===== src/design/lpb_pkg.sv =====
// Shared types, codes and microcode table of the LED pixel buffer engine.
`default_nettype none

package lpb_pkg;

   typedef logic [2:0] action_type;
   typedef logic [3:0] step_type;
   typedef logic [2:0] seq_type;
   typedef logic [1:0] dsel_type;
   typedef logic [1:0] rsel_type;

   localparam action_type ACT_SET      = 3'd0;
   localparam action_type ACT_FILL     = 3'd1;
   localparam action_type ACT_ROT_DOWN = 3'd2;
   localparam action_type ACT_ROT_UP   = 3'd3;
   localparam action_type ACT_SHOW     = 3'd4;

   localparam step_type STEP_IDLE = 4'd0;
   localparam step_type STEP_SET  = 4'd1;
   localparam step_type STEP_FILL = 4'd2;
   localparam step_type STEP_RD0  = 4'd3;
   localparam step_type STEP_RD1  = 4'd4;
   localparam step_type STEP_RD2  = 4'd5;
   localparam step_type STEP_RD3  = 4'd6;
   localparam step_type STEP_RU0  = 4'd7;
   localparam step_type STEP_RU1  = 4'd8;
   localparam step_type STEP_RU2  = 4'd9;
   localparam step_type STEP_SH0  = 4'd10;
   localparam step_type STEP_SH1  = 4'd11;

   localparam seq_type SEQ_NEXT      = 3'd0;
   localparam seq_type SEQ_GOTO      = 3'd1;
   localparam seq_type SEQ_LOOP_LAST = 3'd2;
   localparam seq_type SEQ_LOOP_PEN  = 3'd3;
   localparam seq_type SEQ_DISPATCH  = 3'd4;

   localparam dsel_type WD_COL  = 2'd0;
   localparam dsel_type WD_RD   = 2'd1;
   localparam dsel_type WD_HOLD = 2'd2;

   localparam rsel_type RD_NONE = 2'd0;
   localparam rsel_type RD_CNT  = 2'd1;
   localparam rsel_type RD_LAST = 2'd2;

   typedef struct packed {
      logic     take;
      logic     wen;
      logic     wa_idx;
      dsel_type wdsel;
      rsel_type rsel;
      logic     rinc;
      logic     winc;
      logic     hold_ld;
      logic     emit;
      seq_type  seq;
      step_type target;
   } ctrl_word_type;

   typedef struct packed {
      logic       req_valid;
      action_type action;
      logic       cnt_last;
      logic       cnt_pen;
      logic       stall;
   } seq_status_type;

   function automatic step_type entry_step(action_type act);
      step_type s;
      s = STEP_IDLE;
      unique case (act)
         ACT_SET:      s = STEP_SET;
         ACT_FILL:     s = STEP_FILL;
         ACT_ROT_DOWN: s = STEP_RD0;
         ACT_ROT_UP:   s = STEP_RU0;
         ACT_SHOW:     s = STEP_SH0;
         default:      s = STEP_IDLE;
      endcase
      return s;
   endfunction

   function automatic ctrl_word_type ucode(step_type s);
      ctrl_word_type w;
      w = '0;
      w.target = STEP_IDLE;
      unique case (s)
         STEP_IDLE: begin
            w.take = 1'b1;
            w.seq  = SEQ_DISPATCH;
         end
         STEP_SET: begin
            w.wen    = 1'b1;
            w.wa_idx = 1'b1;
            w.wdsel  = WD_COL;
            w.seq    = SEQ_GOTO;
         end
         STEP_FILL: begin
            w.wen   = 1'b1;
            w.wdsel = WD_COL;
            w.winc  = 1'b1;
            w.seq   = SEQ_LOOP_LAST;
         end
         STEP_RD0: begin
            w.rsel = RD_CNT;
            w.rinc = 1'b1;
            w.seq  = SEQ_NEXT;
         end
         STEP_RD1: begin
            w.hold_ld = 1'b1;
            w.rsel    = RD_CNT;
            w.rinc    = 1'b1;
            w.seq     = SEQ_NEXT;
         end
         STEP_RD2: begin
            w.wen    = 1'b1;
            w.wdsel  = WD_RD;
            w.winc   = 1'b1;
            w.rsel   = RD_CNT;
            w.rinc   = 1'b1;
            w.seq    = SEQ_LOOP_PEN;
            w.target = STEP_RD3;
         end
         STEP_RD3: begin
            w.wen   = 1'b1;
            w.wdsel = WD_HOLD;
            w.seq   = SEQ_GOTO;
         end
         STEP_RU0: begin
            w.rsel = RD_LAST;
            w.seq  = SEQ_NEXT;
         end
         STEP_RU1: begin
            w.wen   = 1'b1;
            w.wdsel = WD_RD;
            w.winc  = 1'b1;
            w.rsel  = RD_CNT;
            w.rinc  = 1'b1;
            w.seq   = SEQ_NEXT;
         end
         STEP_RU2: begin
            w.wen   = 1'b1;
            w.wdsel = WD_RD;
            w.winc  = 1'b1;
            w.rsel  = RD_CNT;
            w.rinc  = 1'b1;
            w.seq   = SEQ_LOOP_LAST;
         end
         STEP_SH0: begin
            w.rsel = RD_CNT;
            w.rinc = 1'b1;
            w.seq  = SEQ_NEXT;
         end
         STEP_SH1: begin
            w.emit = 1'b1;
            w.winc = 1'b1;
            w.rsel = RD_CNT;
            w.rinc = 1'b1;
            w.seq  = SEQ_LOOP_LAST;
         end
         default: begin
            w.seq = SEQ_GOTO;
         end
      endcase
      return w;
   endfunction

endpackage

`default_nettype wire


===== src/design/lpb_req_if.sv =====
// Command channel: valid/ready handshake with one command word.
`default_nettype none

interface lpb_req_if;
   logic       valid;
   logic       ready;
   logic [2:0] action;
   logic [5:0] pixel_index;
   logic [7:0] red;
   logic [7:0] green;
   logic [7:0] blue;

   modport source (output valid, action, pixel_index, red, green, blue, input ready);
   modport sink   (input valid, action, pixel_index, red, green, blue, output ready);
endinterface

`default_nettype wire


===== src/design/lpb_rsp_if.sv =====
// Pixel output channel: valid/ready handshake with one pixel word.
`default_nettype none

interface lpb_rsp_if;
   logic       valid;
   logic       ready;
   logic [5:0] out_index;
   logic [7:0] out_red;
   logic [7:0] out_green;
   logic [7:0] out_blue;
   logic       out_last;

   modport source (output valid, out_index, out_red, out_green, out_blue, out_last,
                   input ready);
   modport sink   (input valid, out_index, out_red, out_green, out_blue, out_last,
                   output ready);
endinterface

`default_nettype wire


===== src/design/lpb_seq.sv =====
// Microcode sequencer: step counter, control store lookup and jump logic.
`default_nettype none

module lpb_seq
   import lpb_pkg::*;
(
   input  logic           clock,
   input  logic           reset,
   input  seq_status_type status,
   output ctrl_word_type  cw
);

   step_type step_ff;
   step_type step_in;

   assign cw = ucode(step_ff);

   always_comb begin
      step_in = step_ff;
      if (!status.stall) begin
         unique case (cw.seq)
            SEQ_NEXT:      step_in = step_ff + 4'd1;
            SEQ_GOTO:      step_in = cw.target;
            SEQ_LOOP_LAST: step_in = status.cnt_last ? cw.target : step_ff;
            SEQ_LOOP_PEN:  step_in = status.cnt_pen ? cw.target : step_ff;
            SEQ_DISPATCH:  step_in = status.req_valid ? entry_step(status.action) : STEP_IDLE;
            default:       step_in = STEP_IDLE;
         endcase
      end
   end

   // reset starts the fill program with a zero color to clear the store
   always_ff @(posedge clock) begin
      if (reset) begin
         step_ff <= STEP_FILL;
      end else begin
         step_ff <= step_in;
      end
   end

endmodule

`default_nettype wire


===== src/design/led_pixel_buffer_engine.sv =====
// LED pixel buffer engine: microcoded frame store for an RGB LED strip.
// Actions: set, fill, rotate down, rotate up and show; show also waits on output stalls.
// Each microcode step performs at most one memory write. Unused action codes are
// accepted and leave the store unchanged.
// Reset: synchronous; a clearing pass zeroes the store, and commands are accepted
// after it ends.
`default_nettype none

module led_pixel_buffer_engine
   import lpb_pkg::*;
#(
   parameter int PIXEL_COUNT = 16
) (
   input  wire logic   clock,
   input  wire logic   reset,
   lpb_req_if.sink     req_ch,
   lpb_rsp_if.source   rsp_ch
);

   localparam int IW = (PIXEL_COUNT > 2) ? $clog2(PIXEL_COUNT) : 1;
   localparam logic [IW-1:0] LastIdx = IW'(PIXEL_COUNT - 1);
   localparam logic [IW-1:0] PenIdx  = IW'(PIXEL_COUNT - 2);
   localparam logic [6:0]    CountW  = 7'(PIXEL_COUNT);

   ctrl_word_type  cw;
   seq_status_type status;

   logic [23:0] mem [PIXEL_COUNT];

   logic [IW-1:0] rcnt_ff, rcnt_in;
   logic [IW-1:0] wcnt_ff, wcnt_in;
   logic [23:0]   col_ff;
   logic [5:0]    idx_ff;
   logic [23:0]   hold_ff;
   logic [23:0]   rd_ff;

   logic          ovalid_ff;
   logic [5:0]    oidx_ff;
   logic [23:0]   ocol_ff;
   logic          olast_ff;

   logic          accept;
   logic          stall;
   logic          idx_ok;
   logic          wen;
   logic          ren;
   logic [IW-1:0] waddr;
   logic [IW-1:0] raddr;
   logic [23:0]   wdata;

   lpb_seq u_seq (
      .clock  (clock),
      .reset  (reset),
      .status (status),
      .cw     (cw)
   );

   assign req_ch.ready = cw.take;
   assign accept = req_ch.valid && cw.take;
   assign stall  = cw.emit && ovalid_ff && !rsp_ch.ready;

   assign status.req_valid = req_ch.valid;
   assign status.action    = req_ch.action;
   assign status.cnt_last  = (wcnt_ff == LastIdx);
   assign status.cnt_pen   = (wcnt_ff == PenIdx);
   assign status.stall     = stall;

   assign idx_ok = ({1'b0, idx_ff} < CountW);
   assign waddr  = cw.wa_idx ? idx_ff[IW-1:0] : wcnt_ff;
   assign wen    = cw.wen && !stall && (!cw.wa_idx || idx_ok);
   assign raddr  = (cw.rsel == RD_LAST) ? LastIdx : rcnt_ff;
   assign ren    = (cw.rsel != RD_NONE) && !stall;

   always_comb begin
      unique case (cw.wdsel)
         WD_COL:  wdata = col_ff;
         WD_RD:   wdata = rd_ff;
         WD_HOLD: wdata = hold_ff;
         default: wdata = col_ff;
      endcase
   end

   // read returns the old entry when the same address is written
   always_ff @(posedge clock) begin
      if (wen) begin
         mem[waddr] <= wdata;
      end
      if (ren) begin
         rd_ff <= mem[raddr];
      end
   end

   always_comb begin
      rcnt_in = rcnt_ff;
      wcnt_in = wcnt_ff;
      if (accept) begin
         rcnt_in = '0;
         wcnt_in = '0;
      end else if (!stall) begin
         if (cw.rinc) begin
            rcnt_in = rcnt_ff + 1'b1;
         end
         if (cw.winc) begin
            wcnt_in = wcnt_ff + 1'b1;
         end
      end
   end

   always_ff @(posedge clock) begin
      if (reset) begin
         rcnt_ff <= '0;
         wcnt_ff <= '0;
         col_ff  <= '0;
      end else begin
         rcnt_ff <= rcnt_in;
         wcnt_ff <= wcnt_in;
         if (accept) begin
            col_ff <= {req_ch.red, req_ch.green, req_ch.blue};
         end
      end
   end

   always_ff @(posedge clock) begin
      if (accept) begin
         idx_ff <= req_ch.pixel_index;
      end
      if (cw.hold_ld && !stall) begin
         hold_ff <= rd_ff;
      end
   end

   always_ff @(posedge clock) begin
      if (reset) begin
         ovalid_ff <= 1'b0;
      end else if (cw.emit && !stall) begin
         ovalid_ff <= 1'b1;
      end else if (rsp_ch.ready) begin
         ovalid_ff <= 1'b0;
      end
   end

   always_ff @(posedge clock) begin
      if (cw.emit && !stall) begin
         oidx_ff  <= 6'(wcnt_ff);
         ocol_ff  <= rd_ff;
         olast_ff <= status.cnt_last;
      end
   end

   assign rsp_ch.valid     = ovalid_ff;
   assign rsp_ch.out_index = oidx_ff;
   assign rsp_ch.out_red   = ocol_ff[23:16];
   assign rsp_ch.out_green = ocol_ff[15:8];
   assign rsp_ch.out_blue  = ocol_ff[7:0];
   assign rsp_ch.out_last  = olast_ff;

endmodule

`default_nettype wire

===== src/flat_wrapper.sv =====
// flat-port wrapper written by rule: the top's interface ports become plain ports
module led_pixel_buffer_engine_flat import lpb_pkg::*;
#(
   parameter int PIXEL_COUNT = 16
)
  (clock, reset, req_ch_valid, req_ch_action, req_ch_pixel_index, req_ch_red, req_ch_green, req_ch_blue, req_ch_ready, rsp_ch_valid, rsp_ch_out_index, rsp_ch_out_red, rsp_ch_out_green, rsp_ch_out_blue, rsp_ch_out_last, rsp_ch_ready);
  lpb_req_if req_ch_i ();
  lpb_rsp_if rsp_ch_i ();
  input  wire logic clock;
  input  wire logic reset;
  input wire logic [$bits(req_ch_i.valid)-1:0] req_ch_valid;
  input wire logic [$bits(req_ch_i.action)-1:0] req_ch_action;
  input wire logic [$bits(req_ch_i.pixel_index)-1:0] req_ch_pixel_index;
  input wire logic [$bits(req_ch_i.red)-1:0] req_ch_red;
  input wire logic [$bits(req_ch_i.green)-1:0] req_ch_green;
  input wire logic [$bits(req_ch_i.blue)-1:0] req_ch_blue;
  output wire logic [$bits(req_ch_i.ready)-1:0] req_ch_ready;
  output wire logic [$bits(rsp_ch_i.valid)-1:0] rsp_ch_valid;
  output wire logic [$bits(rsp_ch_i.out_index)-1:0] rsp_ch_out_index;
  output wire logic [$bits(rsp_ch_i.out_red)-1:0] rsp_ch_out_red;
  output wire logic [$bits(rsp_ch_i.out_green)-1:0] rsp_ch_out_green;
  output wire logic [$bits(rsp_ch_i.out_blue)-1:0] rsp_ch_out_blue;
  output wire logic [$bits(rsp_ch_i.out_last)-1:0] rsp_ch_out_last;
  input wire logic [$bits(rsp_ch_i.ready)-1:0] rsp_ch_ready;
  assign req_ch_i.valid = req_ch_valid;
  assign req_ch_i.action = req_ch_action;
  assign req_ch_i.pixel_index = req_ch_pixel_index;
  assign req_ch_i.red = req_ch_red;
  assign req_ch_i.green = req_ch_green;
  assign req_ch_i.blue = req_ch_blue;
  assign req_ch_ready = req_ch_i.ready;
  assign rsp_ch_valid = rsp_ch_i.valid;
  assign rsp_ch_out_index = rsp_ch_i.out_index;
  assign rsp_ch_out_red = rsp_ch_i.out_red;
  assign rsp_ch_out_green = rsp_ch_i.out_green;
  assign rsp_ch_out_blue = rsp_ch_i.out_blue;
  assign rsp_ch_out_last = rsp_ch_i.out_last;
  assign rsp_ch_i.ready = rsp_ch_ready;
  led_pixel_buffer_engine #(.PIXEL_COUNT(PIXEL_COUNT)) u_core (.clock(clock), .reset(reset), .req_ch(req_ch_i), .rsp_ch(rsp_ch_i));
endmodule

===== config.mk =====
export PLATFORM = sky130hd
export DESIGN_NAME = led_pixel_buffer_engine_flat
export DESIGN_NICKNAME = d
export VERILOG_FILES = /design/src/design/lpb_pkg.sv /design/src/design/lpb_req_if.sv /design/src/design/lpb_rsp_if.sv /design/src/design/lpb_seq.sv /design/src/design/led_pixel_buffer_engine.sv /design/src/flat_wrapper.sv
export SDC_FILE = /design/constraint.sdc
export NUM_CORES = 1
export LEC_CHECK = 0
export BUFFER_PORTS_ARGS = -buffer_cell sky130_fd_sc_hd__buf_2
export CAP_MARGIN = 20
export CORE_ASPECT_RATIO = 1.25
export CORE_UTILIZATION = 25
export DETAILED_ROUTE_END_ITERATION = 10
export PLACE_DENSITY = 0.5
export SETUP_SLACK_MARGIN = 0.1
export SYNTH_ARGS = -nofsm -noshare
export SYNTH_HDL_FRONTEND = slang
export SYNTH_SLANG_ARGS = --single-unit

===== constraint.sdc =====
create_clock -name clock -period 3.3 [get_ports clock]
set_input_delay 0.495 -clock clock [delete_from_list [all_inputs] [get_ports clock]]
set_output_delay 0.495 -clock clock [all_outputs]
set_load 0.02 [all_outputs]

==> flow_results.org <==
** Synth
- Synthesized area per cell :: 14.97 sq um
- Synth Area in XOR/XNOR :: 0.003350
- Proportion of register bits with asynchronous set or reset after synthesis :: 0
- Cell area after synthesis :: 20910 sq um
- Synthesized instance count :: 1397
- Of the total synthesized cell area, the portion taken by full adders, half adders and majority gates is 0.005384.
- Mux contribution to synthesized area :: 0.08998
- Seq cells post-synth :: 504
- The synthesized design contains 467 enable-type register cells.
- By area, the combinational part of the netlist is dominated by compound AO/OA/AOI/OAI gates.
- Sequential-to-total area share from yosys stat :: 0.7060
- The Yosys step of the flow raised 0 warnings.
- Fraction of the mapped netlist area in compound gates :: 0.1008
- In the synthesized netlist the dominant register cell turns out to be sky130_fd_sc_hd__edfxtp_1.
- The netlist uses 57 different library cells.
- Area share of and/or/nand/nor cells after synthesis :: 0.06904

** Cells and area
- After filler insertion, the fill cell instance count of the layout stands at 8171.
- Of the cells placed in the final design, the portion with a size suffix greater than 1 is 0.2108.
- For this run, the share of the core covered by cells in the final layout is 0.2968.
- After routing the design area is 24580 sq um.
- For this run, the post-layout net count is 1533.
- Area grow syn2layout :: 17.55%
- The repair_antennas step left the layout with diodes totalling 0.

** GRT
- Number of antenna violations at the first check in global routing :: 0
- Global route overflow :: 0
- Met1 layer usage reported by global route :: 0.1624
- Met2 track utilization from global routing :: 0.2497
- Across every metal layer, demand over resource in global routing totals 0.1353.
- Via count of the first global-routing pass :: 12770
- Pin count of the biggest net entering global routing :: 117
- In this run the most used layer during global routing was met2.
- First-pass GRT wire length :: 84.84 mm
- For met3 alone, demand over resource in global routing was 0.01200.

** Timing
- Once routing completed, OpenROAD measured the worst setup slack at 281.3 ps.
- Max-slew violation count :: 0
- Max Clk Rate :: 331.3 MHz
- Setup total negative slack on the finished layout was measured at 0 ps.
- Worst slew margin relative to its limit :: 0.2790
- Final worst path period need :: 3019 ps
- The clock arrives with 13.24 ps of skew.
- Period utilization :: 0.9148
- The number of failing hold endpoints at the final stage came to 0.
- Transition time of the tightest slew-check pin :: 1077 ps
- RSZ-0062 raised after global routing :: false
- Setup violations remaining at the end of the flow were counted as 0.

** Clock network
- Number of cells upsized or downsized after cts :: 0
- The tree built by TritonCTS fans out to 504 sinks.
- For the worst-skew pair, the clock arrives at the later sink with an insertion delay of 580 ps.
- Clock tree from TritonCTS :: built
- The longest clock path from root to sink contains 3 buffers.
- Number of buffers inserted by hold repair at cts :: 0
- Post-CTS setup buffers :: 0
- Clock-pin slew was measured on the worst setup and hold paths at 60 ps.
- CTS root buf :: sky130_fd_sc_hd__clkbuf_16
- Clock buffer count from CTS :: 48
- Number of levels the H-tree was split into :: 2

** Route
- Wire length after detailed routing :: 58.06 mm
- Vias after detailed routing :: 12580
- Average vias per placed instance :: 4.834
- For this block, the initial DRC count from the detailed router was 898.
- After detailed routing, the number of remaining DRC violations is 17.
- WL per Instance :: 22.31 um
- Number of detailed-route iterations in the first pass :: 10
- Once detail routing completed, the nets flagged for antenna violations numbered 0.

** Pwr
- Share of total power in the clock network :: 0.397
- Of the total power, combinational logic draws 0.080.
- Of the total power, the share spent switching nets is 0.2256.
- P_int :: 10960 uW
- Of the total power, registers draw 0.523.
- Summed over all cells, the static leakage comes to 0.007850 uW.
- IR analysis of the VDD net gives a maximum drop of 0.3152 mV.
- Power spread over the standard cell area amounts to 575.9 nW/um^2.
- In this run the power spent charging and discharging nets is 3194 uW.

** Worst setup path
- Crit Path Class :: reg -> reg
- Required time of the critical path :: 3710 ps
- The worst setup path is launched from a flop.
- Setup crit end kind :: flop
- STA puts the critical path data arrival time at 3430 ps.
- Largest fanout on the critical path :: 18

** Die
- Top Ports :: 70
- Overall die area :: 84820 sq um
- Width of the chip :: 260.7 um
- The core region is 82830 sq um.
- The floorplan has 118 rows.
- For this configuration, the core starts out at a cell density of 0.2525.
- Die Height :: 325.4 um

** Hold path
- Class of the worst hold path :: in -> reg

** Placement
- In this run the tool buffered the top-level ports with 67 buffer cells.
- Post-placement setup slack :: 384.6 ps
- Routability-driven placement finished with a final weighted congestion of 0.7721.
- Detailed placement finished with a half-perimeter wire length of 33.85 mm.
- The placed instances occupy a cell area of 22990 sq um.

** Status
- The final reports fail on DRC.
- Run status :: complete, but fails checks

** Job
- Max-capacitance violation count :: 0
## cell usage in the layout, fill, tap and decap left out, drive strengths merged, types with 7 or more instances in the layout
cell type	n
nand2	227
a311oi	25
a22oi	24
nor2	58
mux2	24
a221oi	48
nand2b	25
o21ai	76
ha	9
clkbuf	53
o211ai	25
dfxtp	37
inv	12
mux4	48
edfxtp	467
o21a	25
bufinv	7
a221o	24
mux2i	53
a21oi	29
clkinv	23
a31oi	7
buf	142
## registers in the layout (all words and copies together) (netlist names)
| register | count |
|---|---|
| u_core.rsp_ch.valid | 1 |
| u_core.idx_ff | 6 |
| u_core.mem | 384 |
| u_core.col_ff | 24 |
| u_core.hold_ff | 24 |
| u_core.rcnt_ff | 4 |
| u_core.rsp_ch.out_index | 4 |
| u_core.rd_ff | 24 |
| u_core.wcnt_ff | 4 |
| u_core.u_seq.step_ff | 4 |
| u_core.rsp_ch.out_last | 1 |
| u_core.ocol_ff | 24 |
## worst paths after layout
| check | from | slack [ps] | endpoint | depth (start not counted) |
|---|---|---|---|---|
| max | u_core.u_seq.step_ff[1]$_SDFFE_PP1P_ | 280 | u_core.mem[0][15]$_DFFE_PP_ | 9 |
| max reg2reg | u_core.u_seq.step_ff[1]$_SDFFE_PP1P_ | 280 | u_core.mem[0][15]$_DFFE_PP_ | 9 |
| min | req_ch_pixel_index[4] | 100 | u_core.idx_ff[4]$_DFFE_PP_ | 1 |
| min reg2reg | u_core.col_ff[15]$_SDFFE_PP0P_ | 460 | u_core.col_ff[15]$_SDFFE_PP0P_ | 2 |
## per-layer routing
layer,routed length [um],share of wire
met3,2186,0.038
met5,0,0
met4,1526,0.026
met2,31010,0.53
met1,23340,0.40
## logic make-up after synthesis
kind of cell | count (synthesis)
buf+inv | 113
xor+xnor | 8
other cells | 1
mux | 125
simple gates | 342
compound gates | 295
fa+ha+maj | 9
flops | 504
## final cells by class
| class | instances | area, sq um | area share |
|---|---|---|---|
| inverters | 10 | 37.54 | 0.001527 |
| clock inverters | 33 | 351.6 | 0.01430 |
| clock buffers | 53 | 1241 | 0.05049 |
| well taps | 1080 | 1351 | 0.05497 |
| multi-input cells | 781 | 5694 | 0.2316 |
| repair buffers | 142 | 1136 | 0.04621 |
| flip-flops and latches | 504 | 14770 | 0.6009 |
## metrics by stage
stage / power, uW / hold slack (ps) / instances
2_1_floorplan: 8162 / 406.4 / 1398
3_3_place_gp: 8661 / 449.0 / 2517
3_5_place_dp: 8694 / 450.6 / 2517
4_1_cts: 14330 / 70.12 / 2603
5_1_grt: 14630 / 72.28 / 2603
6_report: 14160 / 97.52 / 2603
## synth_stat cells (all sizes together), types with 2 or more instances
| cell type | instances | area share |
|---|---|---|
| a21oi | 29 | 0.0069 |
| a221o | 24 | 0.011 |
| a221oi | 48 | 0.020 |
| a222oi | 2 | 0.00096 |
| a22oi | 24 | 0.0086 |
| a311oi | 25 | 0.010 |
| a31oi | 7 | 0.0021 |
| and2 | 2 | 0.00060 |
| and3 | 3 | 0.0011 |
| buf | 44 | 0.013 |
| clkbuf | 59 | 0.011 |
| dfxtp | 37 | 0.035 |
| edfxtp | 467 | 0.67 |
| ha | 9 | 0.0054 |
| inv | 10 | 0.0018 |
| mux2 | 24 | 0.013 |
| mux2i | 53 | 0.025 |
| mux4 | 48 | 0.052 |
| nand2 | 227 | 0.041 |
| nand2b | 25 | 0.0075 |
| nand3 | 6 | 0.0014 |
| nand4 | 2 | 0.00060 |
| nor2 | 58 | 0.011 |
| nor2b | 3 | 0.00090 |
| nor3 | 3 | 0.00072 |
| nor3b | 5 | 0.0018 |
| o211ai | 25 | 0.0090 |
| o21a | 25 | 0.0090 |
| o21ai | 76 | 0.018 |
| or2 | 2 | 0.00060 |
| xnor2 | 3 | 0.0013 |
| xor2 | 5 | 0.0021 |
## power by group through the flow
stage                     Clock [uW]  Combinational [uW]  Sequential, uW
final                           5620                1130            7400
after global routing            5980                1220            7420
after CTS                       5770                1150            7410
after detailed placement           0                1150            7540
after global placement             0                1130            7530
after floorplan                    0                 652            7510
## critical path: stages (launching register included)
cell and delay (ps):
sky130_fd_sc_hd__dfxtp_1 350, sky130_fd_sc_hd__inv_1 90, sky130_fd_sc_hd__ha_1 390, sky130_fd_sc_hd__nand3b_1 240, sky130_fd_sc_hd__o21ai_0 210, sky130_fd_sc_hd__ha_1 360, sky130_fd_sc_hd__buf_4 410, sky130_fd_sc_hd__a22oi_1 110
sky130_fd_sc_hd__o21ai_0 390, sky130_fd_sc_hd__buf_4 290
Note: power is estimated with default switching activity, not from simulation.
